`src/sv/slpg_pkg.sv`:
```
`default_nettype none

package slpg_pkg;

   typedef enum logic [1:0] {
      PAT_SOLID,
      PAT_BLINK,
      PAT_STROBE,
      PAT_BREATHE
   } pattern_kind_type;

   typedef struct packed {
      logic [7:0] red;
      logic [7:0] green;
      logic [7:0] blue;
   } color_type;

   typedef struct packed {
      logic [3:0] status_code;
      logic       handshake_flag;
      logic       rolling_flag;
   } req_type;

   typedef struct packed {
      logic [7:0] red;
      logic [7:0] green;
      logic [7:0] blue;
      logic       pixel_written;
   } rsp_type;

   typedef struct packed {
      pattern_kind_type kind;
      color_type        color;
      logic [9:0]       interval;
   } pattern_entry_type;

   localparam int CODE_COUNT = 16;

   localparam pattern_entry_type CODE_TABLE [CODE_COUNT] = '{
      '{PAT_SOLID,   '{8'd0,   8'd0,   8'd20},  10'd0},
      '{PAT_SOLID,   '{8'd50,  8'd0,   8'd0},   10'd0},
      '{PAT_SOLID,   '{8'd50,  8'd0,   8'd0},   10'd0},
      '{PAT_BLINK,   '{8'd0,   8'd50,  8'd50},  10'd1000},
      '{PAT_BREATHE, '{8'd0,   8'd255, 8'd255}, 10'd0},
      '{PAT_BLINK,   '{8'd0,   8'd255, 8'd0},   10'd300},
      '{PAT_STROBE,  '{8'd255, 8'd0,   8'd0},   10'd0},
      '{PAT_BLINK,   '{8'd255, 8'd200, 8'd0},   10'd500},
      '{PAT_SOLID,   '{8'd100, 8'd0,   8'd200}, 10'd0},
      '{PAT_BLINK,   '{8'd0,   8'd0,   8'd255}, 10'd100},
      '{PAT_SOLID,   '{8'd255, 8'd100, 8'd0},   10'd0},
      '{PAT_SOLID,   '{8'd20,  8'd20,  8'd20},  10'd0},
      '{PAT_STROBE,  '{8'd200, 8'd0,   8'd0},   10'd0},
      '{PAT_BLINK,   '{8'd255, 8'd0,   8'd50},  10'd100},
      '{PAT_BREATHE, '{8'd0,   8'd0,   8'd100}, 10'd0},
      '{PAT_SOLID,   '{8'd5,   8'd5,   8'd5},   10'd0}
   };

   localparam logic [9:0]  ANIM_INTERVAL  = 10'd20;
   localparam logic [9:0]  ROLL_INTERVAL  = 10'd200;
   localparam color_type   ROLL_COLOR     = '{8'd255, 8'd100, 8'd0};

   localparam logic [6:0]  STROBE_PERIOD  = 7'd100;
   localparam logic [6:0]  STROBE_ON_MS   = 7'd20;
   localparam logic [12:0] BREATHE_PERIOD = 13'd4000;

   localparam logic [7:0]  WHEEL_THIRD    = 8'd85;
   localparam logic [7:0]  WHEEL_TWO_THIRD = 8'd170;

endpackage

`default_nettype wire

```
`src/sv/slpg_timebase.sv`:
```
`default_nettype none

module slpg_timebase #(
   parameter int TIME_BITS       = 32,
   parameter int BREATHE_ENTRIES = 256,
   parameter int IDX_BITS        = 8
) (
   input  wire logic                 clock,
   input  wire logic                 reset,
   input  wire logic                 advance,
   output logic [TIME_BITS-1:0]      tick_time,
   output logic                      strobe_on,
   output logic [IDX_BITS-1:0]       breathe_idx
);

   localparam logic [12:0] ENTRIES     = 13'(BREATHE_ENTRIES);
   localparam logic [12:0] PERIOD      = slpg_pkg::BREATHE_PERIOD;
   localparam logic [12:0] TWO_PERIOD  = 13'(2 * 4000);
   localparam logic [IDX_BITS-1:0] IDX_FIRST = IDX_BITS'(BREATHE_ENTRIES / 4000);
   localparam logic [11:0] ACC_FIRST   = 12'(BREATHE_ENTRIES % 4000);

   // each register holds the value for the tick that comes next
   logic [TIME_BITS-1:0] time_ff, time_in;
   logic [6:0]           strobe_ph_ff, strobe_ph_in;
   logic [11:0]          brt_ph_ff, brt_ph_in;
   logic [11:0]          brt_acc_ff, brt_acc_in;
   logic [IDX_BITS-1:0]  brt_idx_ff, brt_idx_in;
   logic [12:0]          acc_sum;

   always_comb begin
      time_in      = time_ff + TIME_BITS'(1);
      strobe_ph_in = (strobe_ph_ff == slpg_pkg::STROBE_PERIOD - 7'd1) ? 7'd0
                                                                    : strobe_ph_ff + 7'd1;
      acc_sum      = {1'b0, brt_acc_ff} + ENTRIES;
      brt_ph_in    = brt_ph_ff + 12'd1;
      if (acc_sum >= TWO_PERIOD) begin
         brt_idx_in = brt_idx_ff + IDX_BITS'(2);
         brt_acc_in = 12'(acc_sum - TWO_PERIOD);
      end else if (acc_sum >= PERIOD) begin
         brt_idx_in = brt_idx_ff + IDX_BITS'(1);
         brt_acc_in = 12'(acc_sum - PERIOD);
      end else begin
         brt_idx_in = brt_idx_ff;
         brt_acc_in = acc_sum[11:0];
      end
      if (brt_ph_ff == 12'(PERIOD - 13'd1)) begin
         brt_ph_in  = '0;
         brt_idx_in = '0;
         brt_acc_in = '0;
      end
      // time wraps to zero, so every phase restarts
      if (time_ff == '1) begin
         strobe_ph_in = '0;
         brt_ph_in    = '0;
         brt_idx_in   = '0;
         brt_acc_in   = '0;
      end
   end

   always_ff @(posedge clock) begin
      if (reset) begin
         time_ff      <= TIME_BITS'(1);
         strobe_ph_ff <= 7'd1;
         brt_ph_ff    <= 12'd1;
         brt_acc_ff   <= ACC_FIRST;
         brt_idx_ff   <= IDX_FIRST;
      end else if (advance) begin
         time_ff      <= time_in;
         strobe_ph_ff <= strobe_ph_in;
         brt_ph_ff    <= brt_ph_in;
         brt_acc_ff   <= brt_acc_in;
         brt_idx_ff   <= brt_idx_in;
      end
   end

   assign tick_time   = time_ff;
   assign strobe_on   = strobe_ph_ff < slpg_pkg::STROBE_ON_MS;
   assign breathe_idx = brt_idx_ff;

endmodule

`default_nettype wire

```
`src/sv/slpg_breathe.sv`:
```
`default_nettype none

module slpg_breathe #(
   parameter int BREATHE_ENTRIES = 256,
   parameter int IDX_BITS        = 8
) (
   input  wire logic [IDX_BITS-1:0] breathe_idx,
   input  wire logic [3:0]          status_code,
   output slpg_pkg::color_type      scaled
);

   localparam logic [63:0] PI_Q30   = 64'd3373259426;
   localparam logic [63:0] HALF_PI  = PI_Q30 / 64'd2;
   localparam logic [63:0] ONE_Q30  = 64'd1 << 30;
   localparam logic [63:0] FLOOR_C  = (64'd36787944 << 30) / 64'd100000000;
   localparam logic [63:0] SIN_DIV [7]  = '{64'd6, 64'd20, 64'd42, 64'd72, 64'd110,
                                            64'd156, 64'd210};
   localparam logic [63:0] EXP_DIV [16] = '{64'd1, 64'd2, 64'd3, 64'd4, 64'd5, 64'd6,
                                            64'd7, 64'd8, 64'd9, 64'd10, 64'd11, 64'd12,
                                            64'd13, 64'd14, 64'd15, 64'd16};

   function automatic logic [63:0] sin_q30(input logic [63:0] x);
      logic [63:0] x2;
      logic [63:0] term;
      logic [63:0] sum;
      x2   = (x * x) >> 30;
      term = x;
      sum  = x;
      for (int n = 1; n <= 7; n++) begin
         term = ((term * x2) >> 30) / SIN_DIV[n-1];
         if (n[0]) sum = sum - term;
         else      sum = sum + term;
      end
      return sum;
   endfunction

   function automatic logic [63:0] exp_q30(input logic [63:0] a);
      logic [63:0] term;
      logic [63:0] sum;
      term = ONE_Q30;
      sum  = ONE_Q30;
      for (int n = 1; n <= 16; n++) begin
         term = ((term * a) >> 30) / EXP_DIV[n-1];
         sum  = sum + term;
      end
      return sum;
   endfunction

   // 2^60 / e by shift and subtract
   function automatic logic [63:0] recip_q60(input logic [63:0] e);
      logic [63:0] rem;
      logic [63:0] q;
      rem = '0;
      q   = '0;
      for (int i = 60; i >= 0; i--) begin
         rem = {rem[62:0], (i == 60)};
         if (rem >= e) begin
            rem  = rem - e;
            q[i] = 1'b1;
         end
      end
      return q;
   endfunction

   function automatic logic [8*BREATHE_ENTRIES-1:0] build_rom();
      logic [8*BREATHE_ENTRIES-1:0] rom;
      logic [63:0] x;
      logic [63:0] e;
      logic [63:0] v;
      logic        neg;
      rom = '0;
      for (int k = 0; k < BREATHE_ENTRIES; k++) begin
         x   = (64'd2 * PI_Q30 * 64'(k)) / 64'(BREATHE_ENTRIES);
         neg = 1'b0;
         if (x >= PI_Q30) begin
            neg = 1'b1;
            x   = x - PI_Q30;
         end
         if (x > HALF_PI) x = PI_Q30 - x;
         e = exp_q30(sin_q30(x));
         if (neg) e = recip_q60(e);
         v = (e > FLOOR_C) ? (((e - FLOOR_C) * 64'd108) >> 30) : 64'd0;
         rom[k*8 +: 8] = (v > 64'd255) ? 8'd255 : v[7:0];
      end
      return rom;
   endfunction

   localparam logic [8*BREATHE_ENTRIES-1:0] BREATHE_ROM = build_rom();

   // c * v / 255, exact for every product of two 8-bit values
   function automatic logic [7:0] scale255(input logic [7:0] c, input logic [7:0] v);
      logic [15:0] prod;
      logic [15:0] sum;
      prod = 16'(c) * 16'(v);
      sum  = prod + {8'd0, prod[15:8]} + 16'd1;
      return sum[15:8];
   endfunction

   logic [7:0]          level;
   slpg_pkg::color_type base;

   always_comb begin
      level        = BREATHE_ROM[{breathe_idx, 3'b000} +: 8];
      base         = slpg_pkg::CODE_TABLE[status_code].color;
      scaled.red   = scale255(base.red, level);
      scaled.green = scale255(base.green, level);
      scaled.blue  = scale255(base.blue, level);
   end

endmodule

`default_nettype wire

```
`src/sv/slpg_pattern.sv`:
```
`default_nettype none

module slpg_pattern #(
   parameter int TIME_BITS = 32
) (
   input  wire logic                 clock,
   input  wire logic                 reset,
   input  wire logic                 advance,
   input  wire slpg_pkg::req_type    req,
   input  wire logic                 led_enable,
   input  wire logic [TIME_BITS-1:0] tick_time,
   input  wire logic                 strobe_on,
   input  wire slpg_pkg::color_type  breathe_color,
   output slpg_pkg::rsp_type         result
);

   function automatic slpg_pkg::color_type wheel(input logic [7:0] pos);
      slpg_pkg::color_type c;
      logic [7:0] p;
      logic [7:0] q;
      logic [9:0] q3;
      p = 8'd255 - pos;
      if (p < slpg_pkg::WHEEL_THIRD) begin
         q  = p;
         q3 = {2'b00, q} + {1'b0, q, 1'b0};
         c  = '{8'd255 - q3[7:0], 8'd0, q3[7:0]};
      end else if (p < slpg_pkg::WHEEL_TWO_THIRD) begin
         q  = p - slpg_pkg::WHEEL_THIRD;
         q3 = {2'b00, q} + {1'b0, q, 1'b0};
         c  = '{8'd0, q3[7:0], 8'd255 - q3[7:0]};
      end else begin
         q  = p - slpg_pkg::WHEEL_TWO_THIRD;
         q3 = {2'b00, q} + {1'b0, q, 1'b0};
         c  = '{q3[7:0], 8'd255 - q3[7:0], 8'd0};
      end
      return c;
   endfunction

   logic [TIME_BITS-1:0]       last_stamp_ff, last_stamp_in;
   logic                       blink_on_ff, blink_on_in;
   logic [7:0]                 wheel_step_ff, wheel_step_in;
   logic [3:0]                 prev_code_ff, prev_code_in;
   slpg_pkg::color_type        held_color_ff, held_color_in;
   logic                       written;
   logic [TIME_BITS-1:0]       elapsed;
   slpg_pkg::pattern_entry_type entry;

   always_comb begin
      last_stamp_in = last_stamp_ff;
      blink_on_in   = blink_on_ff;
      wheel_step_in = wheel_step_ff;
      prev_code_in  = prev_code_ff;
      held_color_in = held_color_ff;
      written       = 1'b0;
      entry         = slpg_pkg::CODE_TABLE[req.status_code];

      if (req.status_code != prev_code_ff) begin
         prev_code_in  = req.status_code;
         last_stamp_in = '0;
         blink_on_in   = 1'b0;
         wheel_step_in = '0;
         held_color_in = '0;
         written       = 1'b1;
      end

      elapsed = tick_time - last_stamp_in;

      if (!led_enable) begin
         held_color_in = '0;
         written       = 1'b1;
      end else if (req.handshake_flag) begin
         if (elapsed > TIME_BITS'(slpg_pkg::ANIM_INTERVAL)) begin
            last_stamp_in = tick_time;
            wheel_step_in = wheel_step_in + 8'd1;
            held_color_in = wheel(wheel_step_in);
            written       = 1'b1;
         end
      end else if (req.rolling_flag) begin
         if (elapsed > TIME_BITS'(slpg_pkg::ROLL_INTERVAL)) begin
            last_stamp_in = tick_time;
            blink_on_in   = !blink_on_in;
            held_color_in = blink_on_in ? slpg_pkg::ROLL_COLOR : '0;
            written       = 1'b1;
         end
      end else begin
         case (entry.kind)
            slpg_pkg::PAT_SOLID: begin
               held_color_in = entry.color;
               written       = 1'b1;
            end
            slpg_pkg::PAT_BLINK: begin
               if (elapsed > TIME_BITS'(entry.interval)) begin
                  last_stamp_in = tick_time;
                  blink_on_in   = !blink_on_in;
                  held_color_in = blink_on_in ? entry.color : '0;
                  written       = 1'b1;
               end
            end
            slpg_pkg::PAT_STROBE: begin
               held_color_in = strobe_on ? entry.color : '0;
               written       = 1'b1;
            end
            slpg_pkg::PAT_BREATHE: begin
               if (elapsed > TIME_BITS'(slpg_pkg::ANIM_INTERVAL)) begin
                  last_stamp_in = tick_time;
                  held_color_in = breathe_color;
                  written       = 1'b1;
               end
            end
            default: begin
               held_color_in = held_color_ff;
            end
         endcase
      end
   end

   always_ff @(posedge clock) begin
      if (reset) begin
         last_stamp_ff <= '0;
         blink_on_ff   <= 1'b0;
         wheel_step_ff <= '0;
         prev_code_ff  <= '0;
         held_color_ff <= '0;
      end else if (advance) begin
         last_stamp_ff <= last_stamp_in;
         blink_on_ff   <= blink_on_in;
         wheel_step_ff <= wheel_step_in;
         prev_code_ff  <= prev_code_in;
         held_color_ff <= held_color_in;
      end
   end

   assign result = '{held_color_in.red, held_color_in.green, held_color_in.blue, written};

endmodule

`default_nettype wire

```
`src/sv/status_led_pattern_generator.sv`:
```
// channel   direction  handshake             payload
// req       in         req_valid/req_stall   slpg_pkg::req_type
// rsp       out        rsp_valid/rsp_stall   slpg_pkg::rsp_type
// csr       in         csr_valid/csr_ready   led_enable, 1 bit
//
// one request per clock while rsp_stall is low; each request gives exactly one response
// a request passes through the request register, then the response register
// the animation state and the time counters update when a request moves
// from the request register into the response register
// rsp_stall holds the response register and backs up into req_stall
// synchronous reset; led_enable resets to one, csr_ready is always high
`default_nettype none

module status_led_pattern_generator #(
   parameter int TIME_BITS       = 32,
   parameter int BREATHE_ENTRIES = 256
) (
   input  wire logic              clock,
   input  wire logic              reset,
   input  wire logic              req_valid,
   output logic                   req_stall,
   input  wire slpg_pkg::req_type req_data,
   output logic                   rsp_valid,
   input  wire logic              rsp_stall,
   output slpg_pkg::rsp_type      rsp_data,
   input  wire logic              csr_valid,
   output logic                   csr_ready,
   input  wire logic              csr_data
);

   localparam int IDX_BITS = $clog2(BREATHE_ENTRIES);

   logic                 req_valid_ff;
   slpg_pkg::req_type    req_data_ff;
   logic                 rsp_valid_ff;
   slpg_pkg::rsp_type    rsp_data_ff;
   logic                 led_enable_ff;
   logic                 out_open;
   logic                 fire;
   logic [TIME_BITS-1:0] tick_time;
   logic                 strobe_on;
   logic [IDX_BITS-1:0]  breathe_idx;
   slpg_pkg::color_type  breathe_color;
   slpg_pkg::rsp_type    result;

   assign out_open  = !rsp_valid_ff || !rsp_stall;
   assign fire      = req_valid_ff && out_open;
   assign req_stall = req_valid_ff && !out_open;
   assign csr_ready = 1'b1;

   always_ff @(posedge clock) begin
      if (reset) begin
         req_valid_ff  <= 1'b0;
         rsp_valid_ff  <= 1'b0;
         led_enable_ff <= 1'b1;
      end else begin
         if (!req_stall) begin
            req_valid_ff <= req_valid;
         end
         if (out_open) begin
            rsp_valid_ff <= req_valid_ff;
         end
         if (csr_valid && csr_ready) begin
            led_enable_ff <= csr_data;
         end
      end
   end

   always_ff @(posedge clock) begin
      if (req_valid && !req_stall) begin
         req_data_ff <= req_data;
      end
      if (fire) begin
         rsp_data_ff <= result;
      end
   end

   slpg_timebase #(
      .TIME_BITS       (TIME_BITS),
      .BREATHE_ENTRIES (BREATHE_ENTRIES),
      .IDX_BITS        (IDX_BITS)
   ) u_timebase (
      .clock       (clock),
      .reset       (reset),
      .advance     (fire),
      .tick_time   (tick_time),
      .strobe_on   (strobe_on),
      .breathe_idx (breathe_idx)
   );

   slpg_breathe #(
      .BREATHE_ENTRIES (BREATHE_ENTRIES),
      .IDX_BITS        (IDX_BITS)
   ) u_breathe (
      .breathe_idx (breathe_idx),
      .status_code (req_data_ff.status_code),
      .scaled      (breathe_color)
   );

   slpg_pattern #(
      .TIME_BITS (TIME_BITS)
   ) u_pattern (
      .clock         (clock),
      .reset         (reset),
      .advance       (fire),
      .req           (req_data_ff),
      .led_enable    (led_enable_ff),
      .tick_time     (tick_time),
      .strobe_on     (strobe_on),
      .breathe_color (breathe_color),
      .result        (result)
   );

   assign rsp_valid = rsp_valid_ff;
   assign rsp_data  = rsp_data_ff;

`ifndef SYNTHESIS
   a_stall_needs_item: assert property (@(posedge clock) disable iff (reset)
      req_stall |-> req_valid_ff)
      else $error("req_stall raised with an empty request register");

   a_fire_gives_rsp: assert property (@(posedge clock) disable iff (reset)
      fire |=> rsp_valid_ff)
      else $error("request moved on but no response appeared");

   a_disabled_dark: assert property (@(posedge clock) disable iff (reset)
      fire && !led_enable_ff |=> rsp_data_ff.red == 8'd0 && rsp_data_ff.green == 8'd0
                                 && rsp_data_ff.blue == 8'd0 && rsp_data_ff.pixel_written)
      else $error("disabled led produced a lit or unwritten pixel");
`endif

endmodule

`default_nettype wire

```
`config.mk`:
```
export PLATFORM = sky130hd
export DESIGN_NAME = status_led_pattern_generator
export DESIGN_NICKNAME = d
export VERILOG_FILES = /design/src/sv/slpg_pkg.sv /design/src/sv/slpg_timebase.sv /design/src/sv/slpg_breathe.sv /design/src/sv/slpg_pattern.sv /design/src/sv/status_led_pattern_generator.sv
export SDC_FILE = /design/constraint.sdc
export NUM_CORES = 1
export LEC_CHECK = 0
export BUFFER_PORTS_ARGS = -buffer_cell sky130_fd_sc_hd__buf_4
export CAP_MARGIN = 20
export CORE_MARGIN = 4
export CORE_UTILIZATION = 40
export DETAILED_ROUTE_END_ITERATION = 8
export GPL_ROUTABILITY_DRIVEN = 0
export HOLD_SLACK_MARGIN = 0.15
export PLACE_DENSITY = 0.63
export SLEW_MARGIN = 15
export SYNTH_ARGS = -nofsm -noshare
export SYNTH_HDL_FRONTEND = slang
export SYNTH_HIERARCHICAL = 1
export SYNTH_SLANG_ARGS = --single-unit
```
`constraint.sdc`:
```
create_clock -name clock -period 19.1 [get_ports clock]
set_clock_uncertainty 0.1 [all_clocks]
set_input_delay 2.865 -clock clock [delete_from_list [all_inputs] [get_ports clock]]
set_output_delay 2.865 -clock clock [all_outputs]
set_load 0.005 [all_outputs]
```
---- Word level (Yosys, flattened, before mapping) ----
Memory sizes are Yosys's and may differ from the RTL's.
Cells that the tools add are included.
word-level totals
  word-level logic and storage cells ...... 137
  memories ................................ 1
  bits in registers ....................... 174
  bits in read-only memories .............. 576
  bits of input ports ..................... 12
memory list
  memory            depth  width  read ports  clocked after Yosys merged registers in  write ports  RTL line            RTL
  (name not given)  16     36     1           0                                        0            slpg_pattern.sv:55  entry = slpg_pkg::CODE_TABLE[req.status_code];
cells by class
  bitwise logic cells ..................... 1
  mux-type cells .......................... 54
  multipliers ............................. 3
  shift-type cells ........................ 1
  reduce and logical (&&, ||, !) cells .... 14
  magnitude comparators ................... 9
  $add $sub $neg .......................... 25
  equality and inequality tests ........... 7
operator list
  operator                      number
  $shiftx A2048 B12 Y8 const A  1
  $mux W24                      13
  $mux W32                      7
  $pmux W24 S4                  1
  $mux W12                      6
  $mux W36                      2
  $mux W8                       8
  $pmux W32 S2                  1
  $add A16 B1 Y16 const B       3
  $add A16 B8 Y16               3
  $mul A8 B8 Y16                3
  $add A32 B1 Y32 const B       1
  $eq A32 B32 Y1 const B        1
  $gt A32 B10 Y1                1
  $gt A32 B5 Y1 const B         1
  $gt A32 B8 Y1 const B         1
  $sub A32 B32 Y32              1
  $sub A8 B8 Y8 const A         4
  $add A8 B8 Y8                 3
  $sub A12 B12 Y12 const B      2
  $add A8 B1 Y8 const B         2
  $mux W7                       2
  $add A12 B9 Y13 const B       1
  $ge A13 B12 Y1 const B        1
  25 further kinds              45

---- Longest topological paths before layout ----
  depth in word-level cells ............... 12
  gate-level depth with buffers ........... 42
  mapped depth without buffers ............ 39

---- Cells and area by module ----
Netlist, hierarchy kept.
modules (own cells, without submodules)
  module                        cells each  area an instance (um^2)  times used
  slpg_pattern                  1,627       11,025.6                 1
  slpg_breathe                  1,297       9,700.6                  1
  slpg_timebase                 382         3,189.3                  1
  status_led_pattern_generator  46          1,054.8                  1

---- Worst setup path before layout ----
OpenSTA, ideal clock, no wires.
  path kind ............................... register to register
  from .................................... register u_timebase.brt_idx_ff[1] (netlist: u_timebase/breathe_idx[1])
  to ...................................... register u_pattern/held_color_ff[20] in the netlist's numbering
  path slack .............................. 9.815 ns
  arrival ................................. 9.115 ns
  library setup time ...................... 0.071 ns
  cell stages (with the launch flop) ...... 42
  data required time ...................... 18.929 ns
  cell sequence ........................... dfxtp_1 buf_2 clkbuf_1 inv_1 ha_1 buf_4 mux2i_1 mux2i_1 inv_1 mux4_2 mux2i_1 o22a_1 clkbuf_1 nor2_1 fa_1 inv_1 fa_1 inv_1 [6 not listed] a22o_1 o22a_1 and3_1 o21ai_0 inv_1 ha_1 o21a_1 o21ai_0 nor3b_1 a21oi_2 maj3_2 a211oi_1 xnor2_1 nand2_1 mux2i_1 a211oi_1 or4_1 a21oi_1
RTL lines
  what                    RTL line             RTL
  from (decl)             slpg_timebase.sv:27  logic [IDX_BITS-1:0] brt_idx_ff, brt_idx_in;
  from (signal assigned)  slpg_timebase.sv:72  brt_idx_ff <= brt_idx_in;
  to (signal assigned)    slpg_pattern.sv:129  held_color_ff <= held_color_in;
  to (decl)               slpg_pattern.sv:43   slpg_pkg::color_type held_color_ff, held_color_in;

==> flow_summary.toml <==
[run_status]
run_status = "completed"

[global_routing]
met2_usage_pct = 36.21
globalRouteOverflowTotal = 0
globalRoute.busiestLayer = "met2"
use_met3_pct = 3.030
pin_count_of_the_biggest_net_entering_global_routing = 88
antenna_found_initial = 0
wire_length_of_the_first_global_routing_pass_mm = 123.6
grt_pass1_vias = 23018
grtUsageTotal_pct = 22.35
groute.layer.met1.usage_pct = 31.01

[route]
vias_per_cell = 5.946
vias = 24432
drt_pre_antenna_iters = 6
route.antenna.remaining_nets = 0
wire_length_after_detailed_routing_mm = 76.42
route.detailed.drc = 0
drt_iter0_drc = 2317
wl_per_cell_um = 18.60

[timing]
worst-slew-pin-transition_ps = 1077
fmax_ghz = 0.09951
slew_headroom_pct = 28.02
final-hold-violation-count = 0
finalSetupViolations = 0
fin_tns_setup_ps = 0
fin_ws_ps = 9050
maxSlewViolCount = 0
grt_setup_unrepaired = "no"
crit_share_post_route_pct = 52.62
tmin_final_ps = 10050
final.hold.worst_slack_ps = 345.9

[clock_network]
tritoncts_clock_tree = "done"
clock_tree.root_cell = "sky130_fd_sc_hd__clkbuf_16"
cts_inserted_buffers = 17
post-cts-setup-buffer-count = 0
cts.htree.levels = 4
post_cts_resize_count = 0
clk_pin_slew_ps = 80
cts_sinks = 169
total_of_hold_buffers_inserted_after_clock_tree_synthesis = 0
clk_path_buf_depth = 2
insertion_delay_ps = 470

[final_layout]
drive_above_1_share_pct = 7.641
antenna_cells_inserted = 0
fillerInstances = 6450
layout_overhead_on_the_synthesized_area_pct = 5.988
seq_area_um2 = 3696
finalNetCount = 3614
multi_input_area_um2 = 19370
final_cell_area_um2 = 26470

[synth]
synth_largest_area_cell = "sky130_fd_sc_hd__ha_1"
synthesis.area_per_instance_um2 = 7.449
ys_dominant_reg_cell = "sky130_fd_sc_hd__dfxtp_1"
ys_async_sr_fraction_pct = 0
top_cell_type_s_share_of_synthesized_area_pct = 11.68
postSynthCellCount = 3352
proportion_of_synthesized_chip_area_in_sequential_cells_pct = 14.79
synth-edff-count = 31
ys_seq_elements = 169
synth_cell_type_count = 119
ys.warnings.count = 6
net_count_of_the_mapped_netlist = 3707
synthTopCellsByArea = "sky130_fd_sc_hd__ha_1 12%, sky130_fd_sc_hd__dfxtp_1 11%, sky130_fd_sc_hd__fa_1 8.8%"
syn_area_um2 = 24970

[power]
p_comb_share_pct = 35.4
power.clock.fraction_pct = 31.9
share_seq_of_total_power_pct = 32.7
internal_cell_power_mw = 0.7098
netSwitchingFraction_pct = 39.57
cellLeakagePower_nw = 11.62
power_density_nw_per_um2 = 44.38
netSwitchingPower_mw = 0.4647
ir_worst_vdd_mv = 0.06652

[setup_path]
crit_path_top_delay_cell = "sky130_fd_sc_hd__dfxtp_1"
critPathBufInv = 7
worstSetupStartpointType = "flip-flop"
setup.worst_path.end_class = "flip-flop"
worst-setup-path-type = "reg2reg"
cp.required_ps = 19400
critical-path-top-cell-by-count = "sky130_fd_sc_hd__inv_1"
critPathMaxStageDelay_ps = 680
critical-path-top-delay-family = "adder cells"
worstPathArrival_ps = 10350
critPathMaxFanout = 23

[floorplan]
fp.dieH_um = 257.9
core-area_um2 = 61710
floorplan.initialDensity_pct = 40.46
die-area_um2 = 66490
boundaryPins = 40
placement_rows = 91
floorplan.die.width_um = 257.9

[place]
placement.io_buffers = 38
detailed_place_hpwl_mm = 55.13
placedInstanceArea_um2 = 25840
dp_worst_setup_slack_ps = 9226

[job]
maxCapViolations = 0

[hold_path]
hold_path_class = "reg2reg"
-- cell type report --
cell class | instances | area share [%]
clock buffers | 17 | 1.607
clock inverters | 15 | 0.7564
inverters | 295 | 4.184
multi-input cells | 2694 | 73.20
flip-flops and latches | 169 | 13.97
well taps | 837 | 3.957
repair buffers | 82 | 2.326
-- flip-flops by register name (all words and copies together) (netlist names) --
name and flops:
req_data_ff 6, led_enable_ff 1, u_timebase/tick_time 32, u_pattern/held_color_ff 24, u_timebase/brt_ph_ff 12, req_valid_ff 1, rsp_valid 1, u_pattern/blink_on_ff 1
rsp_data 25, u_pattern/wheel_step_ff 8, u_timebase/brt_acc_ff 7, u_timebase/strobe_ph_ff 7, u_pattern/last_stamp_ff 32, u_timebase/breathe_idx 8, u_pattern/prev_code_ff 4
-- layout by cell type, fill, tap and decap left out, types with 17 or more instances in the layout --
cell and count:
sky130_fd_sc_hd__and3_1 34, sky130_fd_sc_hd__nor3_1 48, sky130_fd_sc_hd__nand4_1 48, sky130_fd_sc_hd__a21o_1 39, sky130_fd_sc_hd__nand2b_1 42, sky130_fd_sc_hd__a21oi_1 208, sky130_fd_sc_hd__xor2_1 64, sky130_fd_sc_hd__mux2i_1 54
sky130_fd_sc_hd__o31ai_1 20, sky130_fd_sc_hd__nor2b_1 19, sky130_fd_sc_hd__clkbuf_16 17, sky130_fd_sc_hd__or3_1 21, sky130_fd_sc_hd__fa_1 110, sky130_fd_sc_hd__nand2_1 362, sky130_fd_sc_hd__o221a_2 19, sky130_fd_sc_hd__o21ai_1 53
sky130_fd_sc_hd__and2_1 34, sky130_fd_sc_hd__a31oi_1 18, sky130_fd_sc_hd__xnor2_1 98, sky130_fd_sc_hd__o21ai_0 180, sky130_fd_sc_hd__o31a_1 35, sky130_fd_sc_hd__ha_1 233, sky130_fd_sc_hd__inv_1 289, sky130_fd_sc_hd__nor2_1 377
sky130_fd_sc_hd__nand3_1 82, sky130_fd_sc_hd__a211oi_1 60, sky130_fd_sc_hd__o211ai_1 41, sky130_fd_sc_hd__dfxtp_1 136, sky130_fd_sc_hd__o21a_1 35, sky130_fd_sc_hd__or2_2 33, sky130_fd_sc_hd__buf_4 82, sky130_fd_sc_hd__edfxtp_1 31
-- cells by family after synthesis --
family                     Yosys count  synth area share (%)
AOI/OAI and AO/OA                  939                 25.93
xor gates and xnor gates           163                 5.772
adders and majority gates          344                 20.54
buffers and inverters              489                 7.877
DFF                                169                 14.79
muxes                               68                 2.976
other                                1               0.01502
and+or+nand+nor                   1179                 22.10
-- path summary, 6_finish.rpt --
kind / cells after the start / end / start / slack, ps
worst min-delay path: 2 / u_pattern/last_stamp_ff[26]$_SDFFE_PP0P_ / u_pattern/last_stamp_ff[26]$_SDFFE_PP0P_ / 350
worst min register to register: 2 / u_pattern/last_stamp_ff[26]$_SDFFE_PP0P_ / u_pattern/last_stamp_ff[26]$_SDFFE_PP0P_ / 350
worst max register to register: 40 / u_pattern/held_color_ff[20]$_SDFFE_PP0P_ / u_timebase/breathe_idx[0]$_SDFFE_PP0P_ / 9050
worst max-delay path: 40 / u_pattern/held_color_ff[20]$_SDFFE_PP0P_ / u_timebase/breathe_idx[0]$_SDFFE_PP0P_ / 9050
-- per-layer routing --
metal | share of wire, % | routed length [um] | up-vias
met5 | 0 | 0 | -
met4 | 2.7 | 2054 | 0
met3 | 6.9 | 5298 | 156
met2 | 45 | 34420 | 958
met1 | 45 | 34650 | 11643
li1 | - | - | 11675
-- cell usage after synthesis (11+ instances only) --
cell type	count
sky130_fd_sc_hd__o21ai_1	50
sky130_fd_sc_hd__a211o_1	16
sky130_fd_sc_hd__xnor2_1	98
sky130_fd_sc_hd__and2_1	34
sky130_fd_sc_hd__nand3_1	82
sky130_fd_sc_hd__o211ai_1	41
sky130_fd_sc_hd__a22oi_1	16
sky130_fd_sc_hd__or4_1	11
sky130_fd_sc_hd__nand4_1	48
sky130_fd_sc_hd__a31oi_1	19
sky130_fd_sc_hd__o221a_1	11
sky130_fd_sc_hd__o31ai_1	21
sky130_fd_sc_hd__a21o_1	39
sky130_fd_sc_hd__fa_1	110
sky130_fd_sc_hd__nor4_1	15
sky130_fd_sc_hd__nor3_1	49
sky130_fd_sc_hd__o21ai_0	183
sky130_fd_sc_hd__dfxtp_1	138
sky130_fd_sc_hd__buf_2	44
sky130_fd_sc_hd__o221ai_1	13
sky130_fd_sc_hd__nor2_1	380
sky130_fd_sc_hd__nand2_1	362
sky130_fd_sc_hd__and3_1	34
sky130_fd_sc_hd__xor2_1	64
sky130_fd_sc_hd__or2_2	33
sky130_fd_sc_hd__edfxtp_1	31
sky130_fd_sc_hd__o221a_2	19
sky130_fd_sc_hd__nor2b_1	19
sky130_fd_sc_hd__a311oi_1	11
sky130_fd_sc_hd__or3_1	21
sky130_fd_sc_hd__clkbuf_1	122
sky130_fd_sc_hd__buf_1	13
sky130_fd_sc_hd__o21a_1	35
sky130_fd_sc_hd__mux2i_1	54
sky130_fd_sc_hd__nand2b_1	42
sky130_fd_sc_hd__ha_1	233
sky130_fd_sc_hd__inv_1	289
sky130_fd_sc_hd__a211oi_1	60
sky130_fd_sc_hd__a21oi_1	208
sky130_fd_sc_hd__o31a_1	35
-- stage by stage --
step / utilization (%) / total power, mW / std cells
after CTS: 42.89 / 1.178 / 4109
after detailed placement: 41.87 / 0.7986 / 4077
after floorplan: - / 0.6865 / 3352
after global placement: 41.86 / 0.7961 / 4076
final: 42.89 / 1.175 / 4109
after global routing: 42.89 / 1.238 / 4109
-- power by group through the flow --
| stage | Combinational (mW) | Sequential (mW) | Clock, mW |
|---|---|---|---|
| final | 0.416 | 0.385 | 0.374 |
| after detailed placement | 0.406 | 0.392 | 0 |
| after CTS | 0.409 | 0.384 | 0.384 |
| after global placement | 0.404 | 0.392 | 0 |
| after global routing | 0.457 | 0.386 | 0.395 |
| after floorplan | 0.295 | 0.392 | 0 |
-- tightest hold or removal path, cell delays in order, from the launching register on --
cell and delay, ps:
sky130_fd_sc_hd__dfxtp_1 310, sky130_fd_sc_hd__nand2_1 50, sky130_fd_sc_hd__o21ai_1 50
Note: power is estimated with default switching activity, not from simulation.
